File: src/rtl/siq_pkg.sv
// Shared types, constants and codes for the sensor input qualifier.
package siq_pkg;

    localparam int FILTER_TIME_DEF  = 16;
    localparam int FILTER_SCALE_DEF = 16;
    localparam int LADDER_MAX       = 6;
    localparam int LADDER_SLOTS     = 6;

    localparam int ADC_W      = 10;
    localparam int VAL_W      = 3;
    localparam int TIME_W     = 32;
    localparam int DEB_W      = 8;
    localparam int ACC_W      = 16;
    localparam int LEVEL_W    = 10;
    localparam int EDGE_W     = 2;
    localparam int CFG_IDX_W  = 3;
    localparam int CFG_DATA_W = LADDER_SLOTS * ADC_W;

    localparam logic [ADC_W-1:0] THRESHOLD_RST = 10'd512;
    localparam logic [DEB_W-1:0] DEBOUNCE_RST  = 8'd25;

    typedef enum logic [2:0] {
        MODE_DEFAULT     = 3'd0,
        MODE_FORCE_ON    = 3'd1,
        MODE_FORCE_OFF   = 3'd2,
        MODE_ACTIVE_LOW  = 3'd3,
        MODE_ACTIVE_HIGH = 3'd4,
        MODE_LOW_PULLUP  = 3'd5,
        MODE_HIGH_PULLUP = 3'd6,
        MODE_LADDER      = 3'd7
    } mode_t;

    typedef enum logic [CFG_IDX_W-1:0] {
        CFG_MODE_NORMAL   = 3'd0,
        CFG_MODE_OVERRIDE = 3'd1,
        CFG_ANALOG_ENABLE = 3'd2,
        CFG_THRESHOLD     = 3'd3,
        CFG_HYSTERESIS    = 3'd4,
        CFG_DEBOUNCE_MS   = 3'd5,
        CFG_LADDER_COUNT  = 3'd6,
        CFG_LADDER_LEVELS = 3'd7
    } cfg_reg_t;

    typedef enum logic [EDGE_W-1:0] {
        EDGE_NONE = 2'd0,
        EDGE_RISE = 2'd1,
        EDGE_FALL = 2'd2
    } edge_t;

    typedef struct packed {
        mode_t                  mode_normal;
        mode_t                  mode_override;
        logic                   analog_enable;
        logic [ADC_W-1:0]       threshold;
        logic [ADC_W-1:0]       hysteresis;
        logic [DEB_W-1:0]       debounce_ms;
        logic [VAL_W-1:0]       ladder_count;
        logic [CFG_DATA_W-1:0]  ladder_levels;
    } cfg_t;

    typedef struct packed {
        logic               pin_level;
        logic [ADC_W-1:0]   adc_sample;
        logic [TIME_W-1:0]  now_ms;
    } sample_t;

    typedef struct packed {
        logic [VAL_W-1:0]   raw_value;
        logic [VAL_W-1:0]   stable_value;
        edge_t              edge_event;
        logic [ACC_W-1:0]   filter_accum;
    } result_t;

endpackage

File: src/rtl/siq_cfg_regs.sv
// Configuration register bank with pre-scaled threshold and hysteresis.
module siq_cfg_regs #(
    parameter int FILTER_SCALE = siq_pkg::FILTER_SCALE_DEF,
    parameter int SCALED_W     = 16
) (
    input  logic                            aclk,
    input  logic                            aresetn,
    input  logic                            cfg_wr_en,
    input  logic [siq_pkg::CFG_IDX_W-1:0]   cfg_index,
    input  logic [siq_pkg::CFG_DATA_W-1:0]  cfg_wdata,
    output siq_pkg::cfg_t                   cfg,
    output logic [SCALED_W-1:0]             thr_scaled,
    output logic [SCALED_W-1:0]             hys_scaled
);

    siq_pkg::cfg_t         cfg_reg;
    logic [SCALED_W-1:0]   thr_scaled_reg;
    logic [SCALED_W-1:0]   hys_scaled_reg;

    // The scaled copies let the compare run directly on the accumulator.
    always_ff @(posedge aclk) begin
        if (!aresetn) begin
            cfg_reg.mode_normal   <= siq_pkg::MODE_DEFAULT;
            cfg_reg.mode_override <= siq_pkg::MODE_DEFAULT;
            cfg_reg.analog_enable <= 1'b0;
            cfg_reg.threshold     <= siq_pkg::THRESHOLD_RST;
            cfg_reg.hysteresis    <= '0;
            cfg_reg.debounce_ms   <= siq_pkg::DEBOUNCE_RST;
            cfg_reg.ladder_count  <= '0;
            cfg_reg.ladder_levels <= '0;
            thr_scaled_reg        <= SCALED_W'(siq_pkg::THRESHOLD_RST * FILTER_SCALE);
            hys_scaled_reg        <= '0;
        end else if (cfg_wr_en) begin
            unique case (siq_pkg::cfg_reg_t'(cfg_index))
                siq_pkg::CFG_MODE_NORMAL: begin
                    cfg_reg.mode_normal <= siq_pkg::mode_t'(cfg_wdata[2:0]);
                end
                siq_pkg::CFG_MODE_OVERRIDE: begin
                    cfg_reg.mode_override <= siq_pkg::mode_t'(cfg_wdata[2:0]);
                end
                siq_pkg::CFG_ANALOG_ENABLE: begin
                    cfg_reg.analog_enable <= cfg_wdata[0];
                end
                siq_pkg::CFG_THRESHOLD: begin
                    cfg_reg.threshold <= cfg_wdata[siq_pkg::ADC_W-1:0];
                    thr_scaled_reg    <= SCALED_W'(cfg_wdata[siq_pkg::ADC_W-1:0] * FILTER_SCALE);
                end
                siq_pkg::CFG_HYSTERESIS: begin
                    cfg_reg.hysteresis <= cfg_wdata[siq_pkg::ADC_W-1:0];
                    hys_scaled_reg     <= SCALED_W'(cfg_wdata[siq_pkg::ADC_W-1:0] * FILTER_SCALE);
                end
                siq_pkg::CFG_DEBOUNCE_MS: begin
                    cfg_reg.debounce_ms <= cfg_wdata[siq_pkg::DEB_W-1:0];
                end
                siq_pkg::CFG_LADDER_COUNT: begin
                    cfg_reg.ladder_count <= cfg_wdata[siq_pkg::VAL_W-1:0];
                end
                siq_pkg::CFG_LADDER_LEVELS: begin
                    cfg_reg.ladder_levels <= cfg_wdata;
                end
            endcase
        end
    end

    assign cfg        = cfg_reg;
    assign thr_scaled = thr_scaled_reg;
    assign hys_scaled = hys_scaled_reg;

endmodule

File: src/rtl/siq_filter.sv
// First-order IIR filter update using a reciprocal multiply for the divide.
module siq_filter #(
    parameter int FILTER_TIME  = siq_pkg::FILTER_TIME_DEF,
    parameter int FILTER_SCALE = siq_pkg::FILTER_SCALE_DEF
) (
    input  logic [siq_pkg::ACC_W-1:0]  acc,
    input  logic [siq_pkg::ADC_W-1:0]  sample,
    output logic [siq_pkg::ACC_W-1:0]  acc_next
);

    // acc*(T-1) + c equals acc*T + (c - acc), so the new value is acc plus the
    // floor of (c - acc)/T. A bias that is a multiple of T keeps the dividend
    // positive, and the bias quotient is taken back off afterwards.
    localparam int     AccSpan    = 1 << siq_pkg::ACC_W;
    localparam int     CMax       = ((1 << siq_pkg::ADC_W) - 1) * FILTER_SCALE
                                    + FILTER_SCALE / 2;
    localparam int     BiasQ      = (AccSpan + FILTER_TIME - 1) / FILTER_TIME;
    localparam int     Bias       = BiasQ * FILTER_TIME;
    localparam int     XW         = $clog2(CMax + Bias + 1);
    localparam int     TW         = $clog2(FILTER_TIME);
    localparam int     RecipShift = XW + TW;
    localparam longint Recip      = ((longint'(1) << RecipShift) + FILTER_TIME - 1)
                                    / FILTER_TIME;
    localparam int     RW         = $clog2(Recip + 1);
    localparam int     PW         = XW + RW;

    logic [XW-1:0] dividend;
    logic [PW-1:0] product;
    logic [XW-1:0] quotient;
    logic [XW-1:0] sum;

    assign dividend = XW'(sample) * XW'(FILTER_SCALE)
                    + XW'(FILTER_SCALE / 2 + Bias) - XW'(acc);
    // The rounded-up reciprocal is exact for every dividend below 2**XW.
    assign product  = PW'(dividend) * PW'(Recip);
    assign quotient = XW'(product >> RecipShift);
    assign sum      = XW'(acc) + quotient - XW'(BiasQ);
    assign acc_next = sum[siq_pkg::ACC_W-1:0];

endmodule

File: src/rtl/siq_qualify.sv
// Mode selection, threshold and ladder classification, debounce and state.
module siq_qualify #(
    parameter int FILTER_TIME  = siq_pkg::FILTER_TIME_DEF,
    parameter int FILTER_SCALE = siq_pkg::FILTER_SCALE_DEF,
    parameter int SCALED_W     = 16
) (
    input  logic                  aclk,
    input  logic                  aresetn,
    input  logic                  step,
    input  siq_pkg::sample_t      sample,
    input  siq_pkg::cfg_t         cfg,
    input  logic [SCALED_W-1:0]   thr_scaled,
    input  logic [SCALED_W-1:0]   hys_scaled,
    output siq_pkg::result_t      result_next
);

    localparam int CmpW = (SCALED_W > siq_pkg::ACC_W) ? SCALED_W : siq_pkg::ACC_W;
    localparam int VW   = siq_pkg::VAL_W;

    logic [siq_pkg::ACC_W-1:0]   acc_reg;
    logic [VW-1:0]               prev_raw_reg;
    logic [VW-1:0]               accepted_reg;
    logic [siq_pkg::TIME_W-1:0]  last_change_reg;

    siq_pkg::mode_t              mode;
    logic                        filter_run;
    logic [siq_pkg::ACC_W-1:0]   acc_filt;
    logic [siq_pkg::ACC_W-1:0]   acc_now;
    logic                        neg_bound;
    logic [SCALED_W-1:0]         low_scaled;
    logic                        below_thr;
    logic                        below_low;
    logic [VW-1:0]               ladder_used;
    logic [VW-1:0]               ladder_val;
    logic [VW-1:0]               raw;
    logic [siq_pkg::TIME_W-1:0]  hold_end;
    logic                        changed;
    logic                        expired;
    logic [VW-1:0]               accepted_next;
    siq_pkg::edge_t              edge_next;

    assign mode = (cfg.mode_override != siq_pkg::MODE_DEFAULT) ?
                  cfg.mode_override : cfg.mode_normal;

    assign filter_run = cfg.analog_enable
                     && (mode != siq_pkg::MODE_FORCE_ON)
                     && (mode != siq_pkg::MODE_FORCE_OFF);

    siq_filter #(
        .FILTER_TIME  (FILTER_TIME),
        .FILTER_SCALE (FILTER_SCALE)
    ) u_filter (
        .acc      (acc_reg),
        .sample   (sample.adc_sample),
        .acc_next (acc_filt)
    );

    assign acc_now = filter_run ? acc_filt : acc_reg;

    // Comparing the accumulator with bound*scale is the same as comparing
    // the truncated level with the bound.
    assign neg_bound  = cfg.hysteresis > cfg.threshold;
    assign low_scaled = thr_scaled - hys_scaled;
    assign below_thr  = CmpW'(acc_now) < CmpW'(thr_scaled);
    assign below_low  = CmpW'(acc_now) < CmpW'(low_scaled);

    assign ladder_used = (cfg.ladder_count > VW'(siq_pkg::LADDER_MAX)) ?
                         VW'(siq_pkg::LADDER_MAX) : cfg.ladder_count;

    // Walk from the top level down so the lowest matching level wins.
    always_comb begin
        ladder_val = '0;
        for (int k = siq_pkg::LADDER_SLOTS; k >= 1; k--) begin
            if ((k <= int'(ladder_used)) && (sample.adc_sample <
                cfg.ladder_levels[siq_pkg::ADC_W*(k-1) +: siq_pkg::ADC_W])) begin
                ladder_val = VW'(k);
            end
        end
    end

    always_comb begin
        raw = '0;
        if (mode == siq_pkg::MODE_FORCE_ON) begin
            raw = VW'(1);
        end else if (mode == siq_pkg::MODE_FORCE_OFF) begin
            raw = '0;
        end else if (!cfg.analog_enable) begin
            raw = VW'(sample.pin_level ^ ((mode == siq_pkg::MODE_ACTIVE_LOW)
                                       || (mode == siq_pkg::MODE_LOW_PULLUP)));
        end else begin
            case (mode)
                siq_pkg::MODE_ACTIVE_LOW: begin
                    if (prev_raw_reg != '0) begin
                        raw = VW'(below_thr);
                    end else begin
                        raw = VW'(neg_bound || below_low);
                    end
                end
                siq_pkg::MODE_ACTIVE_HIGH: begin
                    if (prev_raw_reg != '0) begin
                        raw = VW'(!neg_bound && !below_low);
                    end else begin
                        raw = VW'(!below_thr);
                    end
                end
                siq_pkg::MODE_LADDER: begin
                    raw = ladder_val;
                end
                default: begin
                    raw = '0;
                end
            endcase
        end
    end

    assign hold_end = last_change_reg + siq_pkg::TIME_W'(cfg.debounce_ms);
    assign changed  = raw != prev_raw_reg;
    assign expired  = hold_end < sample.now_ms;

    always_comb begin
        accepted_next = accepted_reg;
        edge_next     = siq_pkg::EDGE_NONE;
        if (!changed && expired && (accepted_reg != raw)) begin
            accepted_next = raw;
            edge_next     = (raw != '0) ? siq_pkg::EDGE_RISE : siq_pkg::EDGE_FALL;
        end
    end

    always_ff @(posedge aclk) begin
        if (!aresetn) begin
            acc_reg         <= '0;
            prev_raw_reg    <= '0;
            accepted_reg    <= '0;
            last_change_reg <= '0;
        end else if (step) begin
            acc_reg      <= acc_now;
            prev_raw_reg <= raw;
            accepted_reg <= accepted_next;
            if (changed) begin
                last_change_reg <= sample.now_ms;
            end
        end
    end

    assign result_next.raw_value    = raw;
    assign result_next.stable_value = accepted_next;
    assign result_next.edge_event   = edge_next;
    assign result_next.filter_accum = acc_now;

    a_state_holds_idle: assert property (@(posedge aclk) disable iff (!aresetn)
        !step |=> $stable(accepted_reg) && $stable(prev_raw_reg) && $stable(acc_reg))
        else $error("qualifier state changed without a beat");

    a_acc_frozen: assert property (@(posedge aclk) disable iff (!aresetn)
        (step && !filter_run) |=> acc_reg == $past(acc_reg))
        else $error("filter accumulator moved while the filter was not selected");

    a_edge_settles: assert property (@(posedge aclk) disable iff (!aresetn)
        (step && edge_next != siq_pkg::EDGE_NONE) |=> accepted_reg == prev_raw_reg)
        else $error("accepted value disagrees with raw value after an edge");

endmodule

File: src/rtl/sensor_input_qualifier_top.sv
// A beat accepted into the input register is qualified and stored in the result register,
// which drives the result ports.
// Throughput: one beat per cycle while the result side is not stalled; the state update is a single registered pass.
// The input register and the result register each take a new beat whenever
// the stage after them frees up, so stalls on the result side do not lose data.
// Reset (synchronous, active low) clears filter, debounce state and valid flags
// and loads the configuration registers with their default values.
module sensor_input_qualifier_top #(
    parameter int FILTER_TIME  = siq_pkg::FILTER_TIME_DEF,
    parameter int FILTER_SCALE = siq_pkg::FILTER_SCALE_DEF
) (
    input  logic                            aclk,
    input  logic                            aresetn,

    input  logic                            s_valid,
    output logic                            s_ready,
    input  logic                            s_pin_level,
    input  logic [siq_pkg::ADC_W-1:0]       s_adc_sample,
    input  logic [siq_pkg::TIME_W-1:0]      s_now_ms,

    output logic                            m_valid,
    input  logic                            m_ready,
    output logic [siq_pkg::VAL_W-1:0]       m_raw_value,
    output logic [siq_pkg::VAL_W-1:0]       m_stable_value,
    output logic [siq_pkg::EDGE_W-1:0]      m_edge_event,
    output logic [siq_pkg::LEVEL_W-1:0]     m_filtered_level,

    input  logic                            cfg_wr_en,
    input  logic [siq_pkg::CFG_IDX_W-1:0]   cfg_index,
    input  logic [siq_pkg::CFG_DATA_W-1:0]  cfg_wdata
);

    localparam int     ScaledW    = $clog2(((1 << siq_pkg::ADC_W) - 1) * FILTER_SCALE + 1);
    localparam int     LevelShift = siq_pkg::ACC_W + $clog2(FILTER_SCALE);
    localparam longint LevelRecip = ((longint'(1) << LevelShift) + FILTER_SCALE - 1)
                                    / FILTER_SCALE;
    localparam int     LevelRW    = $clog2(LevelRecip + 1);
    localparam int     LevelPW    = siq_pkg::ACC_W + LevelRW;

    siq_pkg::cfg_t           cfg;
    logic [ScaledW-1:0]      thr_scaled;
    logic [ScaledW-1:0]      hys_scaled;

    logic                    in_valid_reg;
    logic                    in_valid_next;
    siq_pkg::sample_t        in_sample_reg;
    logic                    out_valid_reg;
    logic                    out_valid_next;
    siq_pkg::result_t        out_result_reg;
    siq_pkg::result_t        result_next;
    logic                    s_take;
    logic                    advance;
    logic [LevelPW-1:0]      level_product;

    siq_cfg_regs #(
        .FILTER_SCALE (FILTER_SCALE),
        .SCALED_W     (ScaledW)
    ) u_cfg_regs (
        .aclk       (aclk),
        .aresetn    (aresetn),
        .cfg_wr_en  (cfg_wr_en),
        .cfg_index  (cfg_index),
        .cfg_wdata  (cfg_wdata),
        .cfg        (cfg),
        .thr_scaled (thr_scaled),
        .hys_scaled (hys_scaled)
    );

    siq_qualify #(
        .FILTER_TIME  (FILTER_TIME),
        .FILTER_SCALE (FILTER_SCALE),
        .SCALED_W     (ScaledW)
    ) u_qualify (
        .aclk        (aclk),
        .aresetn     (aresetn),
        .step        (advance),
        .sample      (in_sample_reg),
        .cfg         (cfg),
        .thr_scaled  (thr_scaled),
        .hys_scaled  (hys_scaled),
        .result_next (result_next)
    );

    // A held beat moves on whenever the result register is empty or draining.
    assign advance = in_valid_reg && (!out_valid_reg || m_ready);
    assign s_ready = !in_valid_reg || advance;
    assign s_take  = s_valid && s_ready;

    always_comb begin
        in_valid_next = in_valid_reg;
        if (s_take) begin
            in_valid_next = 1'b1;
        end else if (advance) begin
            in_valid_next = 1'b0;
        end
    end

    always_comb begin
        out_valid_next = out_valid_reg;
        if (advance) begin
            out_valid_next = 1'b1;
        end else if (m_ready) begin
            out_valid_next = 1'b0;
        end
    end

    always_ff @(posedge aclk) begin
        if (!aresetn) begin
            in_valid_reg  <= 1'b0;
            out_valid_reg <= 1'b0;
        end else begin
            in_valid_reg  <= in_valid_next;
            out_valid_reg <= out_valid_next;
        end
    end

    always_ff @(posedge aclk) begin
        if (s_take) begin
            in_sample_reg.pin_level  <= s_pin_level;
            in_sample_reg.adc_sample <= s_adc_sample;
            in_sample_reg.now_ms     <= s_now_ms;
        end
        if (advance) begin
            out_result_reg <= result_next;
        end
    end

    // Level is the accumulator over the scale, done as an exact reciprocal multiply.
    assign level_product    = LevelPW'(out_result_reg.filter_accum) * LevelPW'(LevelRecip);
    assign m_filtered_level = siq_pkg::LEVEL_W'(level_product >> LevelShift);

    assign m_valid        = out_valid_reg;
    assign m_raw_value    = out_result_reg.raw_value;
    assign m_stable_value = out_result_reg.stable_value;
    assign m_edge_event   = out_result_reg.edge_event;

    a_edge_matches_raw: assert property (@(posedge aclk) disable iff (!aresetn)
        (out_valid_reg && out_result_reg.edge_event != siq_pkg::EDGE_NONE)
        |-> out_result_reg.stable_value == out_result_reg.raw_value)
        else $error("edge reported while stable and raw values differ");

    a_edge_direction: assert property (@(posedge aclk) disable iff (!aresetn)
        (out_valid_reg && out_result_reg.edge_event == siq_pkg::EDGE_RISE)
        |-> out_result_reg.raw_value != '0)
        else $error("rising edge reported for a zero value");

    a_fall_to_zero: assert property (@(posedge aclk) disable iff (!aresetn)
        (out_valid_reg && out_result_reg.edge_event == siq_pkg::EDGE_FALL)
        |-> out_result_reg.raw_value == '0)
        else $error("falling edge reported for a nonzero value");

    a_held_beat_kept: assert property (@(posedge aclk) disable iff (!aresetn)
        (in_valid_reg && !advance) |=> in_valid_reg && $stable(in_sample_reg))
        else $error("input beat dropped before it was processed");

endmodule

File: config.mk
export PLATFORM = sky130hd
export DESIGN_NAME = sensor_input_qualifier_top
export DESIGN_NICKNAME = d
export VERILOG_FILES = /design/src/rtl/siq_pkg.sv /design/src/rtl/siq_cfg_regs.sv /design/src/rtl/siq_filter.sv /design/src/rtl/siq_qualify.sv /design/src/rtl/sensor_input_qualifier_top.sv
export SDC_FILE = /design/constraint.sdc
export NUM_CORES = 1
export LEC_CHECK = 0
export BUFFER_PORTS_ARGS = -buffer_cell sky130_fd_sc_hd__buf_2
export CAP_MARGIN = 40
export CORE_MARGIN = 4
export CORE_UTILIZATION = 52
export CTS_BUF_LIST = sky130_fd_sc_hd__clkbuf_4 sky130_fd_sc_hd__clkbuf_8 sky130_fd_sc_hd__clkbuf_16
export DETAILED_ROUTE_END_ITERATION = 8
export PLACE_DENSITY_LB_ADDON = 0.25
export SYNTH_ARGS = -nofsm -noshare
export SYNTH_HDL_FRONTEND = slang
export SYNTH_SLANG_ARGS = --single-unit
File: constraint.sdc
create_clock -name aclk -period 8.8 [get_ports aclk]
set_input_delay 0.44 -clock aclk [delete_from_list [all_inputs] [get_ports aclk]]
set_output_delay 0.44 -clock aclk [all_outputs]
set_load 0.03 [all_outputs]
==> results.yml <==
outcome:
  outcome: "finished clean"
synthesis:
  synth_most_common_cell: "nand2_1"
  synth_area_um2: 13500
  ys_top_cells_by_count: "nand2_1, ha_1, dfxtp_1, inv_1, a21boi_0"
  synthArstFlopShare_pct: 0
  synth-seq-cells: 215
  synth_nets: 1808
  synth-xor-area-share_pct: 4.03
  synth-edff-count: 61
  synth_cell_types: 71
  ys_warn_count: 0
  syn_inst: 1528
  yosysTopAreaCell: "dfxtp_1"
  synthAdderAreaFrac_pct: 15.9
  synth_compound_area_share_pct: 17.5
  synthFlopType: "dfxtp_1"
  synthSimpleGateAreaFrac_pct: 16.5
  synth_top_family_by_area: "compound AO/OA/AOI/OAI gates"
  synth_area_leaders: "dfxtp_1, ha_1, edfxtp_1"
  muxShareOfSynthArea_pct: 3.83
  ys_seq_area_share_pct: 36.5
  syn_avg_cell_area_um2: 8.81
  yosys.area.top_type_share_pct: 22.9
cts:
  numCtsBuffers: 25
  cts_tree: "yes"
  ctsHoldBuffers: 0
  root_buffer: "clkbuf_16"
  clk_pin_slew_worst_paths_ps: 60
  cts_setup_buffers: 0
  clkLatencyLatePin_ps: 540
  cts_sinks: 215
  post_cts_resize_count: 0
  h-tree-depth: 1
  cts_buffer_depth: 3
worst_hold_path:
  hold_class: "in2reg"
  worstHoldStart: "s_now_ms[12]"
  min_path_cells: 1
  hold_end: "in_sample_reg[12]$_DFFE_PP_"
run:
  cap_violations: 0
setup_path:
  start_kind: "register"
  endpoint_kind: "register"
  timing.rr.start: "in_sample_reg[32]$_DFFE_PP_"
  cp-startpoint: "in_sample_reg[32]$_DFFE_PP_"
  crit_path_top_delay_cell: "edfxtp_1"
  worstPathArrival_ps: 8220
  required_ps: 9260
  path_class: "reg2reg"
  rr_endpoint: "u_qualify.last_change_reg[24]$_SDFFE_PN0P_"
  rrSetupSlack_ps: 1040
  path_max_fanout: 32
  slowest_delay_ps: 510
  worst_r2r_path_depth: 29
sta:
  period_share_pct: 88.1
  setup_tns_ps: 0
  min_period_ps: 7760
  holdWs_ps: 74.3
  setup_viol: 0
  hold_viol: 0
  fmax_mhz: 129
  maxSlewViolCount: 0
  max_slew_margin_pct: 41.0
  tightest_slew_ps: 875
  rsz0062_at_grt: "no"
  finClkSkew_ps: 17.2
layout:
  largest_register_ffs: 98
  area_growth_pct: 13.4
  finalNetCount: 1922
  n_fill_cell: 2241
  drive_gt1_share_pct: 12.1
  diodes: 0
floorplan:
  die-width_um: 169
  io_pins: 131
  rows: 58
  die_h_um: 169
  dieArea_um2: 28500
  start_util_pct: 53.2
  core_area_um2: 25300
route:
  detail_route.iter0.violations: 631
  viasPerCell: 5.45
  finalWirelength_um: 31600
  routedWlPerCell_um: 15.9
  vias: 10800
  drt_pre_antenna_iters: 5
  drc: 0
  detail-route-antenna-nets: 0
power_and_ir_drop:
  leakagePower_nw: 6.29
  vdd_drop_max_mv: 0.210
  p_per_area_nw_per_um2: 161
global_routing:
  grt_pass1_wl_um: 52000
  grt_pass1_vias: 10700
  overflow: 0
  antenna_found_initial: 0
  grtUsageTotal_pct: 22.0
  grt_max_degree: 98
placed_design:
  place_congestion: 0.909
  dpl.hpwl_um: 23700
  io_buffers: 130
worst max-delay path: cells and delay by family (launching register included):
kind	cells	cell delay [ps]
and+or+nand+nor	3	1080
buffers and inverters	2	580
muxes	2	540
xor gates and xnor gates	2	280
adders and majority gates	4	1310
DFF	1	510
AOI/OAI and AO/OA	16	3350
cell families (layout without fill, tap and decap cells):
logic type	count (synthesis)	in the layout
AOI/OAI and AO/OA	334	334
xor gates and xnor gates	62	62
adders and majority gates	170	170
buffers and inverters	196	327
DFF	215	215
muxes	51	51
and+or+nand+nor	500	500
worst max-delay path by stage:
stage / to / slack, ps / cells after the start
6_report: u_qualify.last_change_reg[24]$_SDFFE_PN0P_ / 1040 / 29
5_1_grt: u_qualify.last_change_reg[24]$_SDFFE_PN0P_ / 600 / 29
3_3_place_gp: u_qualify.last_change_reg[9]$_SDFFE_PN0P_ / 1350 / 29
2_1_floorplan: u_qualify.last_change_reg[10]$_SDFFE_PN0P_ / 2090 / 29
3_5_place_dp: u_qualify.last_change_reg[8]$_SDFFE_PN0P_ / 1160 / 29
4_1_cts: u_qualify.last_change_reg[24]$_SDFFE_PN0P_ / 1100 / 29
layout make-up:
class                      instances  area, µm²  share of cell area (%)
clock inverter                    13        158                    1.03
clock buffer                      31        707                    4.63
tap                              330        413                    2.70
inverter                         145        544                    3.56
multi-input combinational       1117       7790                    51.0
timing repair buffer             138        747                    4.89
sequential                       215       4910                    32.2
power breakdown:
part	leakage [nW]	switching, mW	internal (mW)
clock	0.426	0.420	0.658
combinational	4.03	0.172	0.132
sequential	1.84	0.0297	1.05
metrics by stage:
step	power (mW)	cells	cell area (µm²)	util [%]	setup slack, ps
final	2.47	1989	15300	60.3	1040
after global routing	2.57	1989	15300	60.3	600
after floorplan	1.31	1528	13500	-	2090
after detailed placement	1.40	1945	14400	56.9	1160
after CTS	2.49	1989	15300	60.3	1100
after global placement	1.39	1941	14300	56.6	1350
layout by cell type (no fill, tap or decap), types with 6 or more instances in the layout:
cell type,synthesis,final
nor2b_1,27,27
edfxtp_1,61,61
o31ai_1,7,7
a21o_1,25,25
a31oi_1,8,8
nand3_1,28,28
dfxtp_1,154,154
nor2_1,35,34
nand4_1,8,8
nand2_1,318,318
o21a_1,11,11
nor3_1,20,20
buf_2,2,130
inv_1,144,144
mux2i_1,47,47
nand2b_1,17,17
o211ai_1,8,8
o21bai_1,11,11
or2_2,6,6
xor2_1,20,20
and3_1,13,13
o21ai_0,42,42
clkbuf_16,0,26
a2111oi_0,6,6
xnor2_1,42,42
a21boi_0,95,95
a211oi_1,14,14
ha_1,166,166
a21oi_1,57,57
a211o_1,7,7
routing by layer:
metal  part of all wire [%]  GRT usage, %  vias up
met5                      0             0        -
met4                    2.7          5.50        0
li1                       -             -     5517
met1                     45          29.1     5067
met2                     48          37.9      213
met3                    4.7          3.13       51
Note: power is estimated with default switching activity, not from simulation.
